[config.mk]
export PLATFORM = sky130hd
export DESIGN_NAME = stable_insertion_sorter_top
export DESIGN_NICKNAME = d
export VERILOG_FILES = /design/src/design/ssort_pkg.sv /design/src/design/stable_insertion_sorter_top.sv /design/src/design/ssort_ram.sv
export SDC_FILE = /design/constraint.sdc
export NUM_CORES = 1
export LEC_CHECK = 0
export BUFFER_PORTS_ARGS = -buffer_cell sky130_fd_sc_hd__buf_4
export CAP_MARGIN = 20
export CORE_UTILIZATION = 55
export DETAILED_ROUTE_END_ITERATION = 10
export GPL_TIMING_DRIVEN = 0
export PLACE_DENSITY_LB_ADDON = 0.25
export SYNTH_ARGS = -nofsm -noshare
export SYNTH_HDL_FRONTEND = slang
export SYNTH_SLANG_ARGS = --single-unit
[constraint.sdc]
create_clock -name clk_i -period 6.11 [get_ports clk_i]
set_clock_uncertainty 0.1 [all_clocks]
set_input_delay 0.3055 -clock clk_i [delete_from_list [all_inputs] [get_ports clk_i]]
set_output_delay 0.3055 -clock clk_i [all_outputs]
set_load 0.005 [all_outputs]
[src/design/ssort_pkg.sv]
`default_nettype none

package ssort_pkg;

  localparam int unsigned KEY_W = 16;
  localparam int unsigned POS_W = 4;

  // one stored entry: arrival position above the key
  typedef struct packed {
    logic [POS_W-1:0] pos;
    logic [KEY_W-1:0] key;
  } entry_t;

  localparam int unsigned ENTRY_W = $bits(entry_t);

  typedef enum logic [5:0] {
    S_IDLE = 6'b000001,  // waiting for an input word
    S_CMP  = 6'b000010,  // compare read entry, shift it up or drop key in
    S_INS  = 6'b000100,  // write key into slot 0
    S_RD   = 6'b001000,  // first read of the emit pass
    S_LD   = 6'b010000,  // load output register from read data
    S_OUT  = 6'b100000   // hold output word until taken
  } state_e;

endpackage

`default_nettype wire

[src/design/stable_insertion_sorter_top.sv]
// Channel   Dir  tdata (low bit up)                    tlast      tuser
// s_axis    in   [15:0] step_key                       is_last    -
// m_axis    out  [15:0] sorted_key, [19:16] orig pos,  run_end    overflowed
//                [23:20] zero
//
// Insertion moves each stored entry with a larger key up one slot, one entry
// per cycle through the single read port of the entry RAM (read, compare,
// write back one slot higher).
// Emission after the last word steps through RAM read, output register load
// and handshake for each entry, stalling while the sink holds m_axis_tready
// low. Input is held off during insertion and emission.
// Reset clears the entry count and overflow mark; the RAM needs no clearing,
// since only entries below the count are ever read.
// A stalled output word holds in its register until taken.
`default_nettype none

module stable_insertion_sorter_top #(
  parameter int unsigned MAX_ENTRIES = 16
) (
  input  wire         clk_i,
  input  wire         rst_ni,
  input  wire         s_axis_tvalid,
  output logic        s_axis_tready,
  input  wire  [15:0] s_axis_tdata,   // [15:0] step_key
  input  wire         s_axis_tlast,   // is_last
  output logic        m_axis_tvalid,
  input  wire         m_axis_tready,
  output logic [23:0] m_axis_tdata,   // [15:0] sorted_key, [19:16] original_position
  output logic        m_axis_tlast,   // run_end
  output logic        m_axis_tuser    // [0] overflowed
);

  localparam int unsigned AW = (MAX_ENTRIES > 1) ? $clog2(MAX_ENTRIES) : 1;
  localparam int unsigned CW = $clog2(MAX_ENTRIES + 1);

  ssort_pkg::state_e state_q, state_d;

  logic [CW-1:0] count_q, count_d;    // stored entries
  logic          ovf_q, ovf_d;        // run dropped a word
  logic [AW-1:0] hole_q, hole_d;      // free slot during insertion
  logic [AW-1:0] idx_q, idx_d;        // emit pointer
  logic [ssort_pkg::KEY_W-1:0] key_q, key_d;
  logic          last_q, last_d;

  ssort_pkg::entry_t out_q, out_d;
  logic          out_end_q, out_end_d;

  logic          we;
  logic [AW-1:0] waddr, raddr;
  ssort_pkg::entry_t wdata, rdata;
  logic          full, accept, greater, emit_end, out_take;

  ssort_ram #(
    .WIDTH(ssort_pkg::ENTRY_W),
    .DEPTH(MAX_ENTRIES)
  ) u_ram (
    .clk_i  (clk_i),
    .we_i   (we),
    .waddr_i(waddr),
    .wdata_i(wdata),
    .raddr_i(raddr),
    .rdata_o(rdata)
  );

  assign full     = (count_q == CW'(MAX_ENTRIES));
  assign accept   = s_axis_tvalid && s_axis_tready;
  assign greater  = (rdata.key > key_q);
  assign emit_end = ((CW'(idx_q) + CW'(1)) == count_q);
  assign out_take = m_axis_tvalid && m_axis_tready;

  always_comb begin
    state_d   = state_q;
    count_d   = count_q;
    ovf_d     = ovf_q;
    hole_d    = hole_q;
    idx_d     = idx_q;
    key_d     = key_q;
    last_d    = last_q;
    out_d     = out_q;
    out_end_d = out_end_q;
    we        = 1'b0;
    waddr     = hole_q;
    wdata     = '{pos: ssort_pkg::POS_W'(count_q), key: key_q};
    raddr     = idx_q;

    case (state_q)
      ssort_pkg::S_IDLE: begin
        if (accept) begin
          key_d  = s_axis_tdata;
          last_d = s_axis_tlast;
          if (full) begin
            ovf_d = 1'b1;
            if (s_axis_tlast) begin
              idx_d   = '0;
              state_d = ssort_pkg::S_RD;
            end
          end else begin
            hole_d = count_q[AW-1:0];
            if (count_q == '0) begin
              state_d = ssort_pkg::S_INS;
            end else begin
              raddr   = count_q[AW-1:0] - AW'(1);
              state_d = ssort_pkg::S_CMP;
            end
          end
        end
      end
      ssort_pkg::S_CMP: begin
        we = 1'b1;
        if (greater) begin
          // shift the larger entry up one slot
          wdata  = rdata;
          hole_d = hole_q - AW'(1);
          if (hole_q == AW'(1)) begin
            state_d = ssort_pkg::S_INS;
          end else begin
            raddr = hole_q - AW'(2);
          end
        end else begin
          count_d = count_q + CW'(1);
          idx_d   = '0;
          state_d = last_q ? ssort_pkg::S_RD : ssort_pkg::S_IDLE;
        end
      end
      ssort_pkg::S_INS: begin
        we      = 1'b1;
        count_d = count_q + CW'(1);
        idx_d   = '0;
        state_d = last_q ? ssort_pkg::S_RD : ssort_pkg::S_IDLE;
      end
      ssort_pkg::S_RD: begin
        state_d = ssort_pkg::S_LD;
      end
      ssort_pkg::S_LD: begin
        out_d     = rdata;
        out_end_d = emit_end;
        state_d   = ssort_pkg::S_OUT;
      end
      ssort_pkg::S_OUT: begin
        if (out_take) begin
          if (out_end_q) begin
            count_d = '0;
            ovf_d   = 1'b0;
            state_d = ssort_pkg::S_IDLE;
          end else begin
            idx_d   = idx_q + AW'(1);
            raddr   = idx_q + AW'(1);
            state_d = ssort_pkg::S_LD;
          end
        end
      end
      default: begin
        state_d = ssort_pkg::S_IDLE;
      end
    endcase
  end

  always_ff @(posedge clk_i or negedge rst_ni) begin
    if (!rst_ni) begin
      state_q <= ssort_pkg::S_IDLE;
      count_q <= '0;
      ovf_q   <= 1'b0;
      idx_q   <= '0;
      last_q  <= 1'b0;
    end else begin
      state_q <= state_d;
      count_q <= count_d;
      ovf_q   <= ovf_d;
      idx_q   <= idx_d;
      last_q  <= last_d;
    end
  end

  // payload registers, no reset
  always_ff @(posedge clk_i) begin
    hole_q    <= hole_d;
    key_q     <= key_d;
    out_q     <= out_d;
    out_end_q <= out_end_d;
  end

  assign s_axis_tready = (state_q == ssort_pkg::S_IDLE);
  assign m_axis_tvalid = (state_q == ssort_pkg::S_OUT);
  assign m_axis_tdata  = {4'b0000, out_q.pos, out_q.key};
  assign m_axis_tlast  = out_end_q;
  assign m_axis_tuser  = ovf_q;

endmodule

`default_nettype wire

[src/design/ssort_ram.sv]
`default_nettype none

module ssort_ram #(
  parameter int unsigned WIDTH = 20,
  parameter int unsigned DEPTH = 16
) (
  input  wire                     clk_i,
  input  wire                     we_i,
  input  wire [$clog2(DEPTH)-1:0] waddr_i,
  input  wire [WIDTH-1:0]         wdata_i,
  input  wire [$clog2(DEPTH)-1:0] raddr_i,
  output logic [WIDTH-1:0]        rdata_o
);

  logic [WIDTH-1:0] mem_q [DEPTH];

  always_ff @(posedge clk_i) begin
    if (we_i) begin
      mem_q[waddr_i] <= wdata_i;
    end
    rdata_o <= mem_q[raddr_i];
  end

endmodule

`default_nettype wire

==> implementation parameters, run 1 <==
Parameter                              Value

CTS
  Master cell of the clock root buffer    sky130_fd_sc_hd__clkbuf_16
  Quantity of gates resized following cts    0
  Clk Latency, worst-skew pair    0.52 ns
  Number of buffers inserted to repair setup after CTS    0
  Total CTS buffers    39
  CTS clock-pin slew for the worst setup and hold paths    0.06 ns
  Number of hold buffers added after CTS    19
  Number of buffers on the longest clock path    3
  Total number of H-tree levels    2
  Number of sinks handled by clock tree synthesis    398
  Clock tree from TritonCTS    built

Routing
  M1 WL    15.0 mm
  Final Routed Wirelength    36.1 mm
  Number of design rule violations left after detail routing    0
  Top metal layer carrying routed signals    met4
  Number of vias after detailed routing    9421
  Routed length on met2    17.9 mm
  Routed wire length per instance    22.1 um
  Initial DRC count    709
  Via-to-Cell Ratio    5.77
  Detailed-routed wire length on met3    2.40 mm
  Antenna Violating Nets Remaining    0
  Number of detailed-route iterations in the first pass    6

Worst setup path
  Slowest CP cell    sky130_fd_sc_hd__buf_1
  Kind of cell adding the most delay to the critical path    compound AO/OA/AOI/OAI gates
  Kind of capture point of the worst setup path    register
  Worst Path Arrival    4.93 ns
  Worst path cell trace    clkbuf_1, inv_1, ha_1, or3b_2, nand2_1, mux2_2, a221o_1, a21oi_1, nor2_1, o21ai_0, or2_2, buf_1, o22ai_1, a211o_1
  Classification of the worst setup path    register to register
  Kind of launch point of the worst setup path    register
  Delay contributed by the slowest stage of the critical path    0.52 ns
  Data required time of the worst path    6.40 ns
  Critical Path Fanout Max    10
  Combined buffer and inverter count along the critical path    3

STA
  Worst-Margin Slew    1.05 ns
  Unrepaired setup endpoints after global routing    no
  Final worst path period share    0.759
  Time the final worst path needs with I/O delays and setup    4.64 ns
  Pins over their slew limit    0
  Maximum clock frequency    216 MHz
  Fin Setup TNS    0 ns
  Final number of hold-violating endpoints    0
  Max_slew headroom    0.292
  Final Setup Violations    0

Floorplanning
  Die span in y    176 um
  Overall die area    30900 um2
  Area inside the core boundary    29600 um2
  Cell row count    63
  Die boundary width    176 um
  Starting density of the core    0.560
  Count of boundary I/O pins    49

Power and ir drop
  P_leak    6.69 nW
  Power per cell area    483 nW/um2
  Maximum ir drop on the vdd rail    320 uV

Logic synthesis
  Top post-synthesis cells by count    sky130_fd_sc_hd__edfxtp_1 (361), sky130_fd_sc_hd__mux2i_1 (141), sky130_fd_sc_hd__nand2_1 (65)
  Synthesized instance count    1069
  Post-synth ARST share    0.0427
  Number of flops mapped to enable cells by yosys    361
  Number of warnings reported in the yosys synthesis log    0
  Area share of the largest cell type after synthesis    0.653
  Synthesized cell area    16600 um2
  Sequential share of the synthesized area    0.702
  #FFs+latches synth    398
  Top area cells in the synthesized netlist    sky130_fd_sc_hd__edfxtp_1 (65%), sky130_fd_sc_hd__mux2i_1 (8.5%), sky130_fd_sc_hd__mux2_2 (4.3%), sky130_fd_sc_hd__dfrtp_1 (2.4%), sky130_fd_sc_hd__dfxtp_1 (2.4%)
  Post-synthesis cell type with the largest combined area    sky130_fd_sc_hd__edfxtp_1
  Most frequently used cell type in the post-synthesis netlist    sky130_fd_sc_hd__edfxtp_1
  Most used DFF post-synth    sky130_fd_sc_hd__edfxtp_1
  Average instance area after synthesis    15.5 um2
  Number of distinct library cells after synthesis    55

Worst hold path
  Class of the worst hold path    primary input to asynchronous set/reset pin

Global route
  Global-route wire length before repair    55.2 mm
  Number of global-route vias before repair    9520
  Antenna violations before repair    1
  Global-route total usage across every layer    0.241
  GRT Residual Overflow    0
  Maximum number of pins on one net before global-route repair    22

Place
  Number of buffer cells added on primary ports    44
  Last weighted congestion value of the routability-driven placer    0.941
  Placed wire-length estimate    24.7 mm
  Number of placed instances with taps included    1541

Run status
  Outcome    completed

Flow run
  Max Cap Violations    0

Finish
  Final Instance Count excl. Fillers    1633
  Synth-to-layout area growth    16.5%
  Layout net count    1259
  Share of layout cells above drive strength 1    0.204
-- where the power goes --
| group | switching (mW) | internal [mW] |
|---|---|---|
| combinational | 2.07 | 1.29 |
| sequential | 0.143 | 3.49 |
| clock | 0.960 | 1.40 |
| total | 3.17 | 6.17 |
-- placed cells by master, fill, tap and decap left out, drive strengths merged, types with 4 or more instances in the layout --
cell | synthesis | final
clkbuf | 21 | 78
nor2 | 52 | 52
o22ai | 21 | 21
edfxtp | 361 | 361
nand2 | 66 | 66
nor4 | 4 | 4
xnor2 | 6 | 6
dlygate4sd3 | 0 | 19
buf | 35 | 115
dfrtp | 16 | 16
mux2i | 141 | 141
a211o | 20 | 20
nand4 | 6 | 6
a211oi | 23 | 23
dfxtp | 20 | 20
o21ai | 39 | 39
inv | 32 | 32
mux2 | 64 | 64
nand3 | 6 | 6
conb | 1 | 4
xor2 | 9 | 9
nor3 | 13 | 13
ha | 26 | 26
a21oi | 41 | 41
clkinv | 0 | 10
a21o | 4 | 4
and2 | 6 | 6
nor2b | 5 | 5
-- worst paths after layout --
path	slack, ns	to	depth (start not counted)	startpoint
max	1.47	u_ram.rdata_o[12]	14	count_q[0]
min	0.11	count_q[2]	2	rst_ni
max reg2reg	1.47	u_ram.rdata_o[12]	14	count_q[0]
min reg2reg	0.38	m_axis_tdata[16]	0	u_ram.rdata_o[16]
max in group asynchronous	5.54	state_q[0]	2	rst_ni
min in group clk_i	0.14	m_axis_tuser	5	s_axis_tvalid
-- logic make-up after synthesis --
family,count (synthesis),synth area share
DFF,398,0.702
muxes,205,0.128
and+or+nand+nor,170,0.0454
AOI/OAI and AO/OA,166,0.0657
buffers and inverters,88,0.0304
adders and majority gates,26,0.0196
xor gates and xnor gates,15,0.00791
other,1,0.000226
-- area by class of cell --
class / instances / area [um2]
sequential: 398 / 11700
fill: 2088 / 10300
multi-input combinational: 586 / 4500
clock buffer: 57 / 1120
timing repair buffer: 99 / 930
tap: 390 / 488
buffer: 56 / 384
clock inverter: 14 / 144
inverter: 32 / 120
antenna: 1 / 2.50
-- through the flow --
step | total power, mW | setup WS (ns) | util | hold WS, ns | cell area (um2)
after floorplan | 5.86 | 2.67 | - | -0.0901 | 16600
after global placement | 6.83 | 1.09 | 0.588 | 0.0859 | 17400
after detailed placement | 6.97 | 1.59 | 0.604 | 0.0857 | 17900
after CTS | 9.35 | 1.64 | 0.653 | 0.0828 | 19300
after global routing | 9.77 | 1.27 | 0.653 | 0.129 | 19300
final | 9.34 | 1.47 | 0.653 | 0.109 | 19400
-- state kept, by name, summed over array words and instances (netlist names) --
signal,cells
m_axis_tdata,20
u_ram.mem_q,320
key_q,16
state_q,6
hole_q,4
m_axis_tlast,1
m_axis_tuser,1
count_q,5
last_q,1
idx_q,4
u_ram.rdata_o,20
-- metal layers --
layer  vias to the layer above  global-route usage
li1                       4357                   -
met1                      4682               0.324
met2                       321               0.404
met3                        61              0.0413
met4                         0              0.0688
met5                         -                   0
Note: power is estimated with default switching activity, not from simulation.
==> inputs of run 2 (changes only) <==
Clock period 6.11 ns to 4.42 ns, I/O delays scaled along.
==> implementation parameters, run 2 (same netlist as run 1, synthesis figures left out) <==
Parameter                              Value

STA
  Final number of hold-violating endpoints    0 (unchanged)
  Time the final worst path needs with I/O delays and setup    4.17 ns (-0.461 ns)
  Maximum clock frequency    240 MHz (+11%)
  Final worst path period share    0.944 (+0.186)
  Unrepaired setup endpoints after global routing    no
  Pins over their slew limit    0 (unchanged)
  Final Setup Violations    0 (unchanged)
  Worst-Margin Slew    1.01 ns (-0.0398 ns)
  Fin Setup TNS    0 ns (unchanged)
  Max_slew headroom    0.319 (+0.0267)

Worst setup path
  Critical Path Fanout Max    10 (unchanged)
  Classification of the worst setup path    register to register
  Kind of capture point of the worst setup path    register
  Data required time of the worst path    4.77 ns (-1.63 ns)
  Worst Path Arrival    4.53 ns (-0.40 ns)
  Slack of the worst reg-to-reg path    0.25 ns (-1.23 ns)
  Kind of launch point of the worst setup path    register

Floorplanning
  Starting density of the core    0.560 (unchanged)
  Area inside the core boundary    29600 um2 (unchanged)
  Die span in y    176 um (unchanged)
  Die boundary width    176 um (unchanged)
  Overall die area    30900 um2 (unchanged)
  Count of boundary I/O pins    49 (unchanged)
  Cell row count    63 (unchanged)

Power and ir drop
  Power per cell area    668 nW/um2 (+38%)
  P_leak    6.71 nW (+0.26%)
  Maximum ir drop on the vdd rail    441 uV (+38%)

Place
  Last weighted congestion value of the routability-driven placer    0.941 (unchanged)
  Placed wire-length estimate    24.7 mm (unchanged)
  Post-placement cell area    17900 um2 (unchanged)
  Number of placed instances with taps included    1541 (unchanged)
  Number of buffer cells added on primary ports    44 (unchanged)

CTS
  Clk Latency, worst-skew pair    0.52 ns (about the same)
  Clock tree from TritonCTS    built
  Number of buffers inserted to repair setup after CTS    0 (unchanged)
  CTS clock-pin slew for the worst setup and hold paths    0.05 ns (about the same)
  Total CTS buffers    39 (unchanged)
  Total number of H-tree levels    2 (unchanged)
  Number of sinks handled by clock tree synthesis    398 (unchanged)
  Master cell of the clock root buffer    sky130_fd_sc_hd__clkbuf_16
  Number of buffers on the longest clock path    3 (unchanged)

Routing
  Initial DRC count    749 (+5.6%)
  Number of vias after detailed routing    9429 (+0.085%)
  Final Routed Wirelength    36.1 mm (about the same)
  Antenna Violating Nets Remaining    0 (unchanged)
  Routed wire length per instance    22.1 um (about the same)
  Via-to-Cell Ratio    5.77 (about the same)
  Number of design rule violations left after detail routing    0 (unchanged)
  Number of detailed-route iterations in the first pass    6 (unchanged)

Finish
  Max reg flops    320 (unchanged)
  Final cell area excluding filler cells    19400 um2 (+0.13%)
  Share of layout cells above drive strength 1    0.206 (+0.00225)
  Largest Register    u_ram.mem_q
  Synth-to-layout area growth    16.7%
  Final Instance Count excl. Fillers    1634 (+0.061%)
  Most frequent standard cell in the layout excluding fill and tap cells    sky130_fd_sc_hd__edfxtp_1
  Layout net count    1260 (+0.079%)
  Share of the core filled with cells in the final layout    0.654 (+0.000845)
  Number of fillers in the final layout    2084 (-0.19%)
  Leading cell types in the layout, fill and taps excluded    sky130_fd_sc_hd__edfxtp_1 (361), sky130_fd_sc_hd__mux2i_1 (141), sky130_fd_sc_hd__buf_4 (74)

Flow run
  Max Cap Violations    0 (unchanged)

Global route
  Global-route wire length before repair    55.3 mm (+0.20%)
  Number of global-route vias before repair    9541 (+0.22%)
  Antenna violations before repair    1 (unchanged)
  GRT Residual Overflow    0 (unchanged)
  Maximum number of pins on one net before global-route repair    22 (unchanged)
  Global-route total usage across every layer    0.241 (+0.000337)

Worst hold path
  Class of the worst hold path    primary input to register

Run status
  Outcome    completed
-- run 2: worst paths after layout --
check	start	endpoint	cells past startpoint
hold reg to reg	u_ram.rdata_o[16]	m_axis_tdata[16]	0
setup reg to reg	key_q[15]	u_ram.rdata_o[14]	12
setup / recovery	key_q[15]	u_ram.rdata_o[14]	12
hold / removal	s_axis_tvalid	m_axis_tuser	5
min in group asynchronous	rst_ni	idx_q[2]	3
max in group asynchronous	rst_ni	count_q[1]	4
-- run 2: repair_timing --
action	in CTS	in global routing
hold buffers	21	0
gates resized for setup	1	7
hold endpoints to repair	36	0
endpoints found under the setup margin	9	20
-- run 2: through the flow --
step | power [mW] | worst slack, ns | hold slack, ns
6_report | 12.9 | 0.246 | 0.0584
5_1_grt | 13.5 | 0.0350 | 0.105
4_1_cts | 12.9 | 0.0221 | 0.0653
3_5_place_dp | 9.64 | -0.103 | 0.00124
3_3_place_gp | 9.44 | -0.596 | 0.00135
2_1_floorplan | 8.10 | 0.981 | -0.175
-- run 2: power by group --
group | leakage (nW) | internal (mW) | switching [mW]
combinational | 2.44 | 1.80 | 2.87
sequential | 3.65 | 4.82 | 0.196
clock | 0.617 | 1.93 | 1.33
total | 6.71 | 8.55 | 4.39
-- run 2: critical path, stage by stage, from the launching register on --
cell,delay [ns]
sky130_fd_sc_hd__edfxtp_1,0.31
sky130_fd_sc_hd__inv_1,0.05
sky130_fd_sc_hd__ha_1,0.31
sky130_fd_sc_hd__nand4_1,0.33
sky130_fd_sc_hd__nor4_1,0.78
sky130_fd_sc_hd__a31oi_4,0.13
sky130_fd_sc_hd__nand2_2,0.18
sky130_fd_sc_hd__mux2i_1,0.15
sky130_fd_sc_hd__o21ai_4,0.39
sky130_fd_sc_hd__buf_2,0.41
sky130_fd_sc_hd__mux2_2,0.39
sky130_fd_sc_hd__o22ai_1,0.35
sky130_fd_sc_hd__a211o_1,0.20
-- run 2: cell type report --
type	instances	area, um2	area share
clock inverters	14	144	0.00743
multi-input cells	586	4500	0.232
flip-flops and latches	398	11700	0.602
plain buffers	55	387	0.0200
diodes	1	2.50	0.000129
clock buffers	57	1120	0.0576
inverters	32	120	0.00620
repair buffers	101	950	0.0490
well taps	390	488	0.0252
-- run 2: per-layer routing --
layer | part of all wire | vias to the layer above | GRT usage
met5 | 0 | - | 0
li1 | - | 4357 | -
met2 | 0.50 | 308 | 0.405
met1 | 0.42 | 4701 | 0.324
met4 | 0.023 | 0 | 0.0688
met3 | 0.062 | 63 | 0.0413
==> inputs of run 3 (changes only) <==
==> constraint.sdc (replaced) <==
create_clock -name clk_i -period 4.42 [get_ports clk_i]
set_clock_uncertainty 0.1 [all_clocks]
set_input_delay 0.442 -clock clk_i [delete_from_list [all_inputs] [get_ports clk_i]]
set_output_delay 0.442 -clock clk_i [all_outputs]
set_load 0.005 [all_outputs]
==> implementation parameters, run 3 (same netlist as run 1, synthesis figures left out) <==
Parameter                              Value

Run status
  Outcome    completed

CTS
  Clock tree from TritonCTS    built
  Number of sinks handled by clock tree synthesis    398 (unchanged)
  CTS clock-pin slew for the worst setup and hold paths    0.06 ns (about the same)
  Total CTS buffers    39 (unchanged)
  Total number of H-tree levels    2 (unchanged)
  Number of buffers inserted to repair setup after CTS    0 (unchanged)
  Number of buffers on the longest clock path    3 (unchanged)
  Clk Latency, worst-skew pair    0.52 ns (about the same)
  Master cell of the clock root buffer    sky130_fd_sc_hd__clkbuf_16

Floorplanning
  Count of boundary I/O pins    49 (unchanged)
  Overall die area    30900 um2 (unchanged)
  Starting density of the core    0.560 (unchanged)
  Die span in y    176 um (unchanged)
  Die boundary width    176 um (unchanged)
  Cell row count    63 (unchanged)
  Area inside the core boundary    29600 um2 (unchanged)

Worst setup path
  Depth of the worst register-to-register path    14 (+2)
  Critical Path Fanout Max    11 (+1)
  Data required time of the worst path    4.71 ns (-0.06 ns)
  Worst Path Arrival    4.53 ns (about the same)
  Classification of the worst setup path    register to register
  Kind of capture point of the worst setup path    register
  Kind of launch point of the worst setup path    register

Place
  Last weighted congestion value of the routability-driven placer    0.941 (unchanged)
  Number of buffer cells added on primary ports    44 (unchanged)
  Placed wire-length estimate    24.7 mm (unchanged)

Global route
  Number of global-route vias before repair    9499 (-0.44%)
  Global-route wire length before repair    55.1 mm (-0.31%)
  Antenna violations before repair    1 (unchanged)
  Global-route total usage across every layer    0.240 (-0.000578)
  Maximum number of pins on one net before global-route repair    22 (unchanged)
  GRT Residual Overflow    0 (unchanged)

Finish
  Leading cell types in the layout, fill and taps excluded    sky130_fd_sc_hd__edfxtp_1 (361), sky130_fd_sc_hd__mux2i_1 (141), sky130_fd_sc_hd__buf_4 (74)
  Synth-to-layout area growth    16.4%
  Share of the core filled with cells in the final layout    0.652 (-0.00135)
  Number of fillers in the final layout    2092 (+0.38%)
  Area taken by flip-flops and latches    11700 um2 (unchanged)
  Most frequent standard cell in the layout excluding fill and tap cells    sky130_fd_sc_hd__edfxtp_1
  Share of layout cells above drive strength 1    0.207 (+0.000665)
  Multi-input gate area    4500 um2 (unchanged)
  Largest Register    u_ram.mem_q
  Layout net count    1256 (-0.32%)
  Max reg flops    320 (unchanged)

STA
  Max_slew headroom    0.283 (-0.0358)
  Final number of hold-violating endpoints    0 (unchanged)
  Final worst path period share    0.959 (+0.0143)
  Fin Setup TNS    0 ns (unchanged)
  Final Setup Violations    0 (unchanged)
  Pins over their slew limit    0 (unchanged)
  Maximum clock frequency    236 MHz (-1.5%)
  Worst-Margin Slew    1.07 ns (+0.0534 ns)
  Time the final worst path needs with I/O delays and setup    4.24 ns (+0.0633 ns)
  Unrepaired setup endpoints after global routing    no

Routing
  Antenna Violating Nets Remaining    0 (unchanged)
  Number of detailed-route iterations in the first pass    5 (-1)
  Via-to-Cell Ratio    5.78 (+0.20%)
  Number of vias after detailed routing    9425 (-0.042%)
  Routed wire length per instance    22.2 um (+0.23%)
  Initial DRC count    720 (-3.9%)
  Number of design rule violations left after detail routing    0 (unchanged)
  Final Routed Wirelength    36.1 mm (about the same)

Power and ir drop
  Power per cell area    669 nW/um2 (+0.19%)
  P_leak    6.69 nW (-0.25%)
  Maximum ir drop on the vdd rail    442 uV (+0.16%)

Worst hold path
  Hold-critical path depth    3 (-2)
  Class of the worst hold path    primary input to register

Flow run
  Max Cap Violations    0 (unchanged)
run 3: changes by cell type in the layout (fill, tap and decap cells not counted):
cell | before | now
sky130_fd_sc_hd__dlygate4sd3_1 | 21 | 17
run 3: power breakdown:
part,internal [mW],switching (mW),total (mW),leakage (nW)
Combinational,1.80,2.87,4.66,2.43
Clock,1.93,1.33,3.26,0.617
Sequential,4.82,0.196,5.01,3.65
run 3: through the flow:
step,setup slack [ns],total power [mW],cell area [um2],std cells,hold slack [ns]
floorplan,0.981,8.10,16600,1072,0.0464
global placement,-0.596,9.44,17400,1506,0.222
detailed placement,-0.103,9.64,17900,1541,0.222
CTS,0.0221,12.9,19300,1627,0.00234
global route,0.0350,13.5,19300,1629,0.0903
finish,0.182,12.9,19300,1630,0.0561
run 3: timing repair:
| action | CTS | global route |
|---|---|---|
| resized for setup | 1 | 7 |
| hold buffers | 16 | 1 |
| endpoints found under the hold margin | 32 | 1 |
| setup endpoints to repair | 9 | 20 |
| cloned | 0 | 0 |
run 3: layout make-up:
type,instances,area share
Sequential cell,398,0.603
Multi-Input combinational cell,586,0.233
Clock buffer,57,0.0577
Timing Repair Buffer,97,0.0470
Tap cell,390,0.0252
Buffer,55,0.0200
Clock inverter,14,0.00744
Inverter,32,0.00621
Antenna cell,1,0.000129
run 3: worst paths after layout:
path | slack, ns | endpoint | from
setup / recovery | 0.18 | u_ram.rdata_o[12] | count_q[0]
hold / removal | 0.06 | last_q | s_axis_tlast
setup reg to reg | 0.18 | u_ram.rdata_o[12] | count_q[0]
hold reg to reg | 0.38 | m_axis_tdata[16] | u_ram.rdata_o[16]
max in group asynchronous | 3.72 | state_q[0] | rst_ni
min in group asynchronous | 0.24 | count_q[2] | rst_ni
run 3: per-layer routing:
layer  GRT usage  up-vias  wire length (um)
li1            -     4348                 -
met1       0.323     4721             15200
met2       0.403      297             17900
met3      0.0413       59              2240
met4      0.0688        0               802
met5           0        -                 0
run 3: worst max-delay path: stages (launching register included):
cell and delay [ns]:
sky130_fd_sc_hd__dfrtp_1 0.38, sky130_fd_sc_hd__clkbuf_1 0.24, sky130_fd_sc_hd__inv_1 0.19, sky130_fd_sc_hd__ha_1 0.20, sky130_fd_sc_hd__or3b_2 0.49, sky130_fd_sc_hd__nand2_1 0.22
sky130_fd_sc_hd__mux2_2 0.36, sky130_fd_sc_hd__a221o_1 0.32, sky130_fd_sc_hd__a21oi_1 0.12, sky130_fd_sc_hd__nor2_1 0.07, sky130_fd_sc_hd__o21ai_1 0.29, sky130_fd_sc_hd__or2_4 0.29
sky130_fd_sc_hd__clkbuf_4 0.29, sky130_fd_sc_hd__o22ai_1 0.20, sky130_fd_sc_hd__a211o_1 0.32
